**src/sv/bvle_pkg.sv**
```systemverilog
// Shared types and constants for the bounded value list engine.
// No dependencies; imported by the datapath, the controller and the top level.
package bvle_pkg;

    localparam int MAX_ENTRIES_DEF = 16;

    typedef enum logic [2:0] {
        OP_INSERT    = 3'd0,
        OP_REM_FIRST = 3'd1,
        OP_REM_ALL   = 3'd2,
        OP_READ      = 3'd3,
        OP_REM_MAX   = 3'd4,
        OP_CLEAR     = 3'd5
    } t_op_code;

    typedef enum logic [1:0] {
        ST_OK    = 2'd0,
        ST_EMPTY = 2'd1,
        ST_MISS  = 2'd2,
        ST_FULL  = 2'd3
    } t_status;

    typedef enum logic [2:0] {
        S_IDLE,
        S_DISPATCH,
        S_SCAN,
        S_SHIFT,
        S_COMPACT,
        S_READ
    } t_state;

    // what the datapath does with a beat coming back from the entry store
    typedef enum logic [2:0] {
        P_NONE,
        P_MATCH,
        P_MAX,
        P_SHIFT,
        P_COMPACT
    } t_proc;

    typedef enum logic [1:0] {
        D_ZERO,
        D_READ,
        D_BEST
    } t_dsel;

    typedef enum logic [1:0] {
        R_ZERO,
        R_ONE,
        R_REG,
        R_COUNT
    } t_rsel;

    typedef enum logic [2:0] {
        C_HOLD,
        C_INC,
        C_DEC,
        C_CLEAR,
        C_WP
    } t_cnt;

    typedef struct packed {
        logic [2:0]         op;
        logic signed [31:0] value;
        logic [7:0]         position;
    } t_req;

    typedef struct packed {
        logic [1:0]         status;
        logic signed [31:0] data;
        logic [4:0]         removed_count;
        logic [4:0]         list_length;
    } t_resp;

    typedef struct packed {
        logic    latch;
        logic    insert;
        logic    read_pos;
        logic    begin_scan;
        logic    begin_shift;
        logic    begin_compact;
        logic    walk;
        t_proc   proc;
        logic    finish;
        t_status fin_status;
        t_dsel   data_sel;
        t_rsel   rem_sel;
        t_cnt    cnt_op;
    } t_cmd;

    typedef struct packed {
        logic [2:0] op;
        logic       is_empty;
        logic       is_full;
        logic       pos_ok;
        logic       found;
        logic       walk_done;
        logic       any_removed;
    } t_stat;

endpackage

```
**src/sv/bvle_datapath.sv**
```systemverilog
// Datapath: entry store (oldest entry at address 0), count, walk pointers,
// match/max tracking and the result register. Depends on bvle_pkg.
module bvle_datapath #(
    parameter int MAX_ENTRIES = bvle_pkg::MAX_ENTRIES_DEF
) (
    input  logic           i_clk,
    input  logic           i_rst_n,
    input  bvle_pkg::t_req i_req,
    input  bvle_pkg::t_cmd i_cmd,
    output bvle_pkg::t_stat o_stat,
    output logic           o_valid,
    output bvle_pkg::t_resp o_result
);
    import bvle_pkg::*;

    localparam int IW = $clog2(MAX_ENTRIES);
    localparam int CW = $clog2(MAX_ENTRIES + 1);
    localparam int XW = (CW > 8) ? CW : 8;

    logic signed [31:0] r_mem [MAX_ENTRIES];

    logic [2:0]         r_op;
    logic signed [31:0] r_value;
    logic [7:0]         r_pos;
    logic [CW-1:0]      r_count, n_count;
    logic [IW-1:0]      r_ptr;
    logic [CW-1:0]      r_left;
    logic               r_up;
    logic               r_dv;
    logic [IW-1:0]      r_didx;
    logic signed [31:0] r_rd_data;
    logic               r_found;
    logic [IW-1:0]      r_k;
    logic signed [31:0] r_best;
    logic [CW-1:0]      r_wp;
    logic [CW-1:0]      r_removed;
    logic               r_valid;
    t_resp              r_result;

    logic               w_issue;
    logic               w_re;
    logic [XW-1:0]      w_pos_x, w_cnt_x;
    logic               w_pos_ok;
    logic [IW-1:0]      w_rd_addr;
    logic               w_match;
    logic               w_we;
    logic [IW-1:0]      w_waddr;
    logic signed [31:0] w_wdata;

    assign w_issue  = i_cmd.walk && (r_left != '0);
    assign w_re     = w_issue || i_cmd.read_pos;
    assign w_pos_x  = XW'(r_pos);
    assign w_cnt_x  = XW'(r_count);
    assign w_pos_ok = w_pos_x < w_cnt_x;
    // position 0 is the newest entry, which sits at address count-1
    assign w_rd_addr = i_cmd.read_pos ? IW'(w_cnt_x - w_pos_x - XW'(1)) : r_ptr;
    assign w_match  = (r_rd_data == r_value);

    always_comb begin
        w_we    = 1'b0;
        w_waddr = r_count[IW-1:0];
        w_wdata = r_value;
        if (i_cmd.insert) begin
            w_we = 1'b1;
        end else if (r_dv && i_cmd.proc == P_SHIFT) begin
            w_we    = 1'b1;
            w_waddr = r_didx - IW'(1);
            w_wdata = r_rd_data;
        end else if (r_dv && i_cmd.proc == P_COMPACT && !w_match) begin
            w_we    = 1'b1;
            w_waddr = r_wp[IW-1:0];
            w_wdata = r_rd_data;
        end
    end

    always_comb begin
        case (i_cmd.cnt_op)
            C_INC:   n_count = r_count + CW'(1);
            C_DEC:   n_count = r_count - CW'(1);
            C_CLEAR: n_count = '0;
            C_WP:    n_count = r_wp;
            default: n_count = r_count;
        endcase
    end

    always_ff @(posedge i_clk) begin
        if (w_we) begin
            r_mem[w_waddr] <= w_wdata;
        end
        if (w_re) begin
            r_rd_data <= r_mem[w_rd_addr];
        end
    end

    always_ff @(posedge i_clk) begin
        if (!i_rst_n) begin
            r_count <= '0;
            r_dv    <= 1'b0;
            r_valid <= 1'b0;
        end else begin
            r_count <= n_count;
            r_dv    <= w_issue;
            r_valid <= i_cmd.finish;
        end
    end

    always_ff @(posedge i_clk) begin
        if (i_cmd.latch) begin
            r_op    <= i_req.op;
            r_value <= i_req.value;
            r_pos   <= i_req.position;
        end

        r_didx <= r_ptr;
        if (w_issue) begin
            r_ptr  <= r_up ? r_ptr + IW'(1) : r_ptr - IW'(1);
            r_left <= r_left - CW'(1);
        end

        if (r_dv) begin
            case (i_cmd.proc)
                P_MATCH: begin
                    // walking down from the newest, so the first hit is the head-most
                    if (!r_found && w_match) begin
                        r_found <= 1'b1;
                        r_k     <= r_didx;
                    end
                end
                P_MAX: begin
                    if (!r_found || r_rd_data > r_best) begin
                        r_found <= 1'b1;
                        r_k     <= r_didx;
                        r_best  <= r_rd_data;
                    end
                end
                P_COMPACT: begin
                    if (w_match) begin
                        r_removed <= r_removed + CW'(1);
                    end else begin
                        r_wp <= r_wp + CW'(1);
                    end
                end
                default: begin
                end
            endcase
        end

        if (i_cmd.begin_scan) begin
            r_ptr   <= IW'(r_count - CW'(1));
            r_left  <= r_count;
            r_up    <= 1'b0;
            r_found <= 1'b0;
        end
        if (i_cmd.begin_shift) begin
            r_ptr  <= r_k + IW'(1);
            r_left <= r_count - CW'(1) - CW'(r_k);
            r_up   <= 1'b1;
        end
        if (i_cmd.begin_compact) begin
            r_ptr     <= '0;
            r_left    <= r_count;
            r_up      <= 1'b1;
            r_wp      <= '0;
            r_removed <= '0;
        end

        if (i_cmd.finish) begin
            r_result.status <= i_cmd.fin_status;
            case (i_cmd.data_sel)
                D_READ:  r_result.data <= r_rd_data;
                D_BEST:  r_result.data <= r_best;
                default: r_result.data <= '0;
            endcase
            case (i_cmd.rem_sel)
                R_ONE:   r_result.removed_count <= 5'd1;
                R_REG:   r_result.removed_count <= 5'(r_removed);
                R_COUNT: r_result.removed_count <= 5'(r_count);
                default: r_result.removed_count <= '0;
            endcase
            r_result.list_length <= 5'(n_count);
        end
    end

    assign o_stat.op          = r_op;
    assign o_stat.is_empty    = (r_count == '0);
    assign o_stat.is_full     = (r_count == CW'(MAX_ENTRIES));
    assign o_stat.pos_ok      = w_pos_ok;
    assign o_stat.found       = r_found;
    assign o_stat.walk_done   = (r_left == '0) && !r_dv;
    assign o_stat.any_removed = (r_removed != '0);

    assign o_valid  = r_valid;
    assign o_result = r_result;

`ifndef NO_ASSERTIONS
    a_count_bound: assert property (@(posedge i_clk) disable iff (!i_rst_n)
        r_count <= CW'(MAX_ENTRIES))
        else $error("entry count above capacity");

    a_insert_room: assert property (@(posedge i_clk) disable iff (!i_rst_n)
        i_cmd.insert |-> r_count < CW'(MAX_ENTRIES))
        else $error("insert into a full store");

    a_compact_order: assert property (@(posedge i_clk) disable iff (!i_rst_n)
        (r_dv && i_cmd.proc == P_COMPACT) |-> CW'(r_didx) >= r_wp)
        else $error("compaction write pointer passed the read index");

    a_len_reported: assert property (@(posedge i_clk) disable iff (!i_rst_n)
        r_valid |-> o_result.list_length == 5'(r_count))
        else $error("reported length differs from held count");
`endif

endmodule

```
**src/sv/bvle_ctrl.sv**
```systemverilog
// Controller FSM: decodes the latched request and sequences the datapath walks.
// Depends on bvle_pkg.
module bvle_ctrl (
    input  logic            i_clk,
    input  logic            i_rst_n,
    input  logic            start,
    input  bvle_pkg::t_stat i_stat,
    output bvle_pkg::t_cmd  o_cmd,
    output logic            busy
);
    import bvle_pkg::*;

    t_state r_state, n_state;
    t_cmd   w_cmd;

    always_ff @(posedge i_clk) begin
        if (!i_rst_n) begin
            r_state <= S_IDLE;
        end else begin
            r_state <= n_state;
        end
    end

    always_comb begin
        n_state = r_state;
        w_cmd   = '0;
        case (r_state)
            S_IDLE: begin
                if (start) begin
                    w_cmd.latch = 1'b1;
                    n_state     = S_DISPATCH;
                end
            end
            S_DISPATCH: begin
                n_state = S_IDLE;
                if (i_stat.op == OP_INSERT) begin
                    w_cmd.finish = 1'b1;
                    if (i_stat.is_full) begin
                        w_cmd.fin_status = ST_FULL;
                    end else begin
                        w_cmd.insert = 1'b1;
                        w_cmd.cnt_op = C_INC;
                    end
                end else if (i_stat.op <= OP_CLEAR && i_stat.is_empty) begin
                    w_cmd.finish     = 1'b1;
                    w_cmd.fin_status = ST_EMPTY;
                end else begin
                    case (i_stat.op)
                        OP_REM_FIRST, OP_REM_MAX: begin
                            w_cmd.begin_scan = 1'b1;
                            n_state          = S_SCAN;
                        end
                        OP_REM_ALL: begin
                            w_cmd.begin_compact = 1'b1;
                            n_state             = S_COMPACT;
                        end
                        OP_READ: begin
                            if (i_stat.pos_ok) begin
                                w_cmd.read_pos = 1'b1;
                                n_state        = S_READ;
                            end else begin
                                w_cmd.finish     = 1'b1;
                                w_cmd.fin_status = ST_MISS;
                            end
                        end
                        OP_CLEAR: begin
                            w_cmd.finish  = 1'b1;
                            w_cmd.rem_sel = R_COUNT;
                            w_cmd.cnt_op  = C_CLEAR;
                        end
                        default: begin
                            // unused codes: no change, plain ok
                            w_cmd.finish = 1'b1;
                        end
                    endcase
                end
            end
            S_SCAN: begin
                w_cmd.walk = 1'b1;
                w_cmd.proc = (i_stat.op == OP_REM_MAX) ? P_MAX : P_MATCH;
                if (i_stat.walk_done) begin
                    if (i_stat.found) begin
                        w_cmd.begin_shift = 1'b1;
                        n_state           = S_SHIFT;
                    end else begin
                        w_cmd.finish     = 1'b1;
                        w_cmd.fin_status = ST_MISS;
                        n_state          = S_IDLE;
                    end
                end
            end
            S_SHIFT: begin
                w_cmd.walk = 1'b1;
                w_cmd.proc = P_SHIFT;
                if (i_stat.walk_done) begin
                    w_cmd.finish   = 1'b1;
                    w_cmd.rem_sel  = R_ONE;
                    w_cmd.data_sel = (i_stat.op == OP_REM_MAX) ? D_BEST : D_ZERO;
                    w_cmd.cnt_op   = C_DEC;
                    n_state        = S_IDLE;
                end
            end
            S_COMPACT: begin
                w_cmd.walk = 1'b1;
                w_cmd.proc = P_COMPACT;
                if (i_stat.walk_done) begin
                    w_cmd.finish     = 1'b1;
                    w_cmd.fin_status = i_stat.any_removed ? ST_OK : ST_MISS;
                    w_cmd.rem_sel    = R_REG;
                    w_cmd.cnt_op     = C_WP;
                    n_state          = S_IDLE;
                end
            end
            S_READ: begin
                w_cmd.finish   = 1'b1;
                w_cmd.data_sel = D_READ;
                n_state        = S_IDLE;
            end
            default: begin
                n_state = S_IDLE;
            end
        endcase
    end

    assign o_cmd = w_cmd;
    assign busy  = (r_state != S_IDLE);

`ifndef NO_ASSERTIONS
    a_finish_ends: assert property (@(posedge i_clk) disable iff (!i_rst_n)
        w_cmd.finish |=> r_state == S_IDLE)
        else $error("result beat without return to idle");
`endif

endmodule

```
**src/sv/bounded_value_list_engine.sv**
```systemverilog
// Result strobe: insert, clear, unused ops, empty list and read beyond length finish in dispatch;
// read via the read state; remove-first/-max walk in scan then shift; remove-all compacts.
// Throughput: one request at a time; busy drops in the cycle of the result beat, so the next
// start is taken at the edge that ends the strobe. The walks are set by the single store
// read port (one entry per cycle). Synchronous active-low reset empties the list.
module bounded_value_list_engine #(
    parameter int MAX_ENTRIES = bvle_pkg::MAX_ENTRIES_DEF
) (
    input  logic            i_clk,
    input  logic            i_rst_n,
    input  logic            start,
    input  bvle_pkg::t_req  i_req,
    output logic            busy,
    output logic            o_valid,
    output bvle_pkg::t_resp o_result
);
    import bvle_pkg::*;

    t_cmd  w_cmd;
    t_stat w_stat;

    bvle_ctrl u_ctrl (
        .i_clk   (i_clk),
        .i_rst_n (i_rst_n),
        .start   (start),
        .i_stat  (w_stat),
        .o_cmd   (w_cmd),
        .busy    (busy)
    );

    bvle_datapath #(
        .MAX_ENTRIES (MAX_ENTRIES)
    ) u_datapath (
        .i_clk    (i_clk),
        .i_rst_n  (i_rst_n),
        .i_req    (i_req),
        .i_cmd    (w_cmd),
        .o_stat   (w_stat),
        .o_valid  (o_valid),
        .o_result (o_result)
    );

endmodule
```
**config.mk**
```make
export PLATFORM = sky130hd
export DESIGN_NAME = bounded_value_list_engine
export DESIGN_NICKNAME = d
export VERILOG_FILES = /design/src/sv/bvle_pkg.sv /design/src/sv/bvle_datapath.sv /design/src/sv/bvle_ctrl.sv /design/src/sv/bounded_value_list_engine.sv
export SDC_FILE = /design/constraint.sdc
export NUM_CORES = 1
export LEC_CHECK = 0
export ABC_CLOCK_PERIOD_IN_PS = 6800
export BUFFER_PORTS_ARGS = -buffer_cell sky130_fd_sc_hd__clkbuf_2
export CORE_MARGIN = 2
export CORE_UTILIZATION = 25
export CTS_CLUSTER_SIZE = 40
export DETAILED_ROUTE_END_ITERATION = 10
export SYNTH_ARGS = -nofsm -noshare
export SYNTH_HDL_FRONTEND = slang
export SYNTH_HIERARCHICAL = 1
export SYNTH_SLANG_ARGS = --single-unit
```
**constraint.sdc**
```tcl
create_clock -name i_clk -period 6.8 [get_ports i_clk]
set_input_delay 1.02 -clock i_clk [delete_from_list [all_inputs] [get_ports i_clk]]
set_output_delay 1.02 -clock i_clk [all_outputs]
set_load 0.03 [all_outputs]
```
Yosys cells after proc, flatten, opt, wreduce, memory -nomap -nowiden:

Memories as Yosys holds them, arrays and structs flattened. A register that Yosys moved wholly into a read port is not among the register bits.
Cells that the tools add are included.

* bits in writable memories: 512
* input bits: 46
* output and inout port bits: 46
* memories: 1
* register bits after elaboration: 158

Memories
* u_datapath.r_mem: depth 16, width 32, rd ports 1, clocked after Yosys merged registers in 1, write ports 1, RTL line bvle_datapath.sv:20 `logic signed [31:0] r_mem [MAX_ENTRIES];`

* bitwise gates (word level): 1
* add/subtract/negate cells: 12
* reductions and logical operators: 31
* muxes and demuxes: 80
* magnitude comparators: 3
* equality and inequality tests: 30

Operator list (number)
* two-way mux 32 bit: 3
* one-hot mux 32 bit (2 select lines): 1
* two-way mux 3 bit: 14
* two-way mux 4 bit: 10
* two-way mux 5 bit: 7
* == test 32 bit: 1
* > comparator 32 bit: 1
* one-hot mux 5 bit (3 select lines): 2
* == test 3 x 2 -> 1 bit, second input constant: 8
* two-way mux 1 bit: 23
* one-hot mux 5 bit (4 select lines): 1
* == test 3 bit, second input constant: 6
* two-way mux 2 bit: 9
* adder 5 x 1 -> 5 bit, second input constant: 3
* == test 3 x 1 -> 1 bit, second input constant: 4
* one-hot mux 3 bit (4 select lines): 1
* one-hot mux 4 bit (3 select lines): 1
* AND reduction 3 bit: 4
* subtractor 4 x 1 -> 4 bit, second input constant: 3
* logical NOT 5 bit: 2
* nonzero test 5 bit: 2
* subtractor 5 x 1 -> 5 bit, second input constant: 2
* one-hot mux 3 bit (3 select lines): 1
* adder 4 x 1 -> 4 bit, second input constant: 2
* other kinds (26): 46

Depth between registers and ports, before layout:

* word-level depth: 11
* depth in mapped cells: 20
* depth with buffers taken out: 15

Modules after synthesis:

The synthesis kept the hierarchy.

By module, submodules not included
* bvle_datapath: sequential area each 20719.9 µm², instances 1, area an instance 29602.1 µm², cells an instance 1900
* bvle_ctrl: sequential area each 60.1 µm², instances 1, area an instance 494.2 µm², cells an instance 75

Worst setup path before layout:

Ideal clock, no wire load.

* path type: reg2reg
* start: register u_datapath.r_count[0]
* end: memory u_datapath.r_mem[12][0], enable pin
* arrival: 4.348 ns
* setup slack: 1.991 ns
* stages on the path, launching flop included: 13
* library setup time: 0.461 ns
* path buffers: 2
* cell sequence: dfxtp_1 -> clkbuf_1 -> inv_1 -> ha_1 -> nand2_1 -> nor2_1 -> and3b_1 -> clkbuf_2 -> inv_1 -> nand2_1 -> o21ai_0 -> o211ai_1 -> nor3_1

RTL lines
* from (decl): RTL line bvle_datapath.sv:25 `logic [CW-1:0] r_count, n_count;`
* from (signal assigned): RTL line bvle_datapath.sv:101 `r_count <= n_count;`
* to (decl): RTL line bvle_datapath.sv:20

==> impl_metrics.env <==
export IMPL_worstPathRequired_ns=7.19
export IMPL_io_pins=92
export IMPL_irDropWorstVdd_uv=202
export IMPL_rsz0062_at_grt="no"
export IMPL_grt_pass1_wl_um=112000
export IMPL_drv_cap=0
export IMPL_worst_setup_path_end_kind="flip-flop"
export IMPL_grt_overflow=0
export IMPL_place_detailed_hpwl_um=47300
export IMPL_crit_start="u_datapath/r_count[1]"
export IMPL_timing_worst_setup_path_type="flip-flop to flip-flop"
export IMPL_synth_seq_cells=702
export IMPL_setup_violations=0
export IMPL_synthTopCellsByArea="edfxtp_1 (67%), mux2i_1 (4.6%), a211oi_1 (2.5%)"
export IMPL_ant_nets=0
export IMPL_ys_top_cells_by_count="edfxtp_1 (672), nand2_1 (157), mux2i_1 (139)"
export IMPL_fp_dieH_um=351
export IMPL_antenna_found_initial=7
export IMPL_cp_max_fo=60
export IMPL_drv_slew=0
export IMPL_core_um2=120000
export IMPL_post_route_min_period_ns=4.78
export IMPL_io_buffers=91
export IMPL_cts_reportedPaths_clkPinSlew_ns=0.06
export IMPL_postCtsSetupBuffers=0
export IMPL_synth_fp_nets=2082
export IMPL_drc=0
export IMPL_seq_area_frac_synth_pct=69.0
export IMPL_synthFlopType="edfxtp_1"
export IMPL_synth_area_um2=30100
export IMPL_vias=17200
export IMPL_placed_cell_area_um2=32500
export IMPL_cts_htree_levels=3
export IMPL_routed_wl_um=76900
export IMPL_synth_most_common_cell="edfxtp_1"
export IMPL_ff2ff_setup_slack_ns=2.02
export IMPL_finalWeightedCongestion=0.791
export IMPL_syn_area_per_cell_um2=15.2
export IMPL_cts_tree="done"
export IMPL_slew_headroom_pct=25.6
export IMPL_synth_cell_types=74
export IMPL_fillers=11800
export IMPL_r2r_end="u_datapath/r_rd_data[23]"
export IMPL_slowest_delay_ns=0.73
export IMPL_nNetsFinal=2180
export IMPL_yosysWarnings=6
export IMPL_grt_pass1_vias=16600
export IMPL_worst_skew_pair_late_latency_ns=0.65
export IMPL_r2r_start="u_datapath/r_count[1]"
export IMPL_synth_largest_area_cell="edfxtp_1"
export IMPL_yosys_area_top_type_share_pct=67.0
export IMPL_worst_slew_pin_slew_ns=1.12
export IMPL_fmax_mhz=209
export IMPL_grt_max_degree=151
export IMPL_pre_cts_ws_ns=2.03
export IMPL_synth_edf_count=672
export IMPL_wl_per_cell_um=20.5
export IMPL_area_growth_pct=16.2
export IMPL_hold_path_endpoint="u_datapath/r_didx[3]"
export IMPL_arrival_ns=5.17
export IMPL_power_density_nw_per_um2=311
export IMPL_dieArea_um2=123000
export IMPL_finalClockSkew_ns=0.0548
export IMPL_cts_buffers=76
export IMPL_std_cell_rows=127
export IMPL_die_w_um=351
export IMPL_min_from="u_datapath/r_ptr[3]"
export IMPL_cts_root_buf="clkbuf_16"
export IMPL_p_total_uw=10900
export IMPL_power_leakage_uw=0.0122
export IMPL_ctsHoldBuffers=0
export IMPL_clk_path_buf_depth=3
export IMPL_tns_ns=0
export IMPL_reg2reg_depth=15
export IMPL_firstDrtPassIters=5
export IMPL_vias_per_cell=4.59
export IMPL_hold_class="flip-flop to flip-flop"
export IMPL_hold_violations=0
export IMPL_drive_gt1_share_pct=16.3
export IMPL_grt_use_total_pct=12.3
export IMPL_worstPathCellList="inv_1 -> ha_1 -> o21a_1 -> o21ai_0 -> nand2b_1 -> a21oi_1 -> nand2_1 -> nor2_1 -> buf_4 -> mux2_4 -> buf_4 -> a211oi_1 -> a311oi_1 -> a211oi_1 -> a21oi_1"
export IMPL_worst_path_max_delay_cell="mux2_4"
export IMPL_async_flop_share_pct=0
export IMPL_period_share_pct=70.3
export IMPL_start_util_pct=25.2
export IMPL_cts_resized=0
export IMPL_drt_iter0_markers=1682
export IMPL_syn_inst=1975
export IMPL_min_path_cells=0
export IMPL_clkSinkCount=702
export IMPL_status="completed"
export IMPL_startpoint_type="flip-flop"
export IMPL_finalWorstSetupSlack_ns=2.02
export IMPL_final_area_um2=35000
-- sequential cells by signal, indices dropped and copies added (netlist names), 5 cells and up --
register,cells
u_datapath/o_result,44
u_datapath/r_left,5
u_datapath/r_rd_data,32
u_datapath/r_mem,512
u_datapath/r_best,32
u_datapath/r_count,5
u_datapath/r_wp,5
u_datapath/r_value,32
u_datapath/r_pos,8
u_datapath/r_removed,5
-- stage by stage --
step	hold slack, ns	cells	utilization (%)
finish	0.451	3746	29.2
global route	0.460	3745	29.2
CTS	0.454	3745	29.2
detailed placement	0.442	3607	27.2
global placement	0.443	3607	27.2
floorplan	0.381	1975	-
-- layout by cell type (no fill, tap or decap), types with 5 or more instances in the layout --
| cell | instances |
|---|---|
| clkbuf_16 | 76 |
| nor3_2 | 9 |
| o21ai_0 | 17 |
| clkinv_2 | 10 |
| mux2_2 | 5 |
| bufinv_16 | 5 |
| edfxtp_1 | 672 |
| nand3_1 | 10 |
| nand4_1 | 9 |
| a22oi_1 | 37 |
| nand2_1 | 157 |
| a311oi_1 | 33 |
| inv_1 | 68 |
| a21o_1 | 8 |
| nor3_1 | 16 |
| buf_12 | 7 |
| clkinv_1 | 15 |
| ha_1 | 58 |
| buf_4 | 36 |
| nor4_1 | 11 |
| xor2_1 | 41 |
| a31oi_1 | 35 |
| mux4_2 | 32 |
| a21oi_1 | 72 |
| dfxtp_1 | 30 |
| a211oi_1 | 101 |
| mux2_4 | 31 |
| xnor2_1 | 16 |
| clkbuf_2 | 91 |
| mux2i_1 | 138 |
| o22ai_1 | 8 |
| and2_1 | 71 |
| and4_2 | 8 |
| nor2_1 | 78 |
| o211ai_1 | 5 |
| nor2b_1 | 15 |
| clkbuf_1 | 17 |
-- power breakdown --
group	switching [uW]	leakage (uW)	internal, uW
sequential	66.1	0.00634	4860
combinational	1190	0.00466	707
clock	1750	0.00119	2300
-- kinds of logic after synthesis --
logic type / after synthesis / synth area share, %
flip-flops: 702 / 69.0
AND/OR/NAND/NOR: 414 / 6.73
AO/OA/AOI/OAI: 350 / 8.27
multiplexers: 209 / 8.83
buffers and inverters: 182 / 2.85
adder cells (fa/ha/maj): 61 / 2.61
XOR/XNOR: 57 / 1.66
-- worst max-delay path by stage --
stage	endpoint	depth (start not counted)
after floorplan	u_datapath/r_mem[12][0]	12
final	u_datapath/r_rd_data[23]	15
after CTS	u_datapath/r_rd_data[22]	15
after global placement	u_datapath/r_rd_data[22]	15
after global routing	u_datapath/r_rd_data[22]	15
after detailed placement	u_datapath/r_rd_data[22]	15
-- worst max-delay path: cells and delay by family, from the launching register on --
kind / cells / cell delay, ns
simple gates: 3 / 0.32
flops: 1 / 0.52
buf+inv: 3 / 1.11
compound gates: 7 / 1.55
fa+ha+maj: 1 / 0.28
mux: 1 / 0.73
-- layer usage --
metal	global-route usage [%]	part of all wire, %
met3	2.41	7.8
met1	18.0	46
met2	18.3	43
met4	3.63	2.5
met5	0	0.030
-- area by class of cell --
| type | instances | area [um2] | share of cell area [%] |
|---|---|---|---|
| Inverter | 68 | 255 | 0.730 |
| Clock buffer | 94 | 1980 | 5.66 |
| Clock inverter | 44 | 493 | 1.41 |
| Timing Repair Buffer | 134 | 866 | 2.48 |
| Antenna cell | 1 | 2.50 | 0.00716 |
| Tap cell | 1612 | 2020 | 5.77 |
| Multi-Input combinational cell | 1091 | 8570 | 24.5 |
| Sequential cell | 702 | 20800 | 59.4 |
No activity file was read; power rests on OpenSTA's default activity.
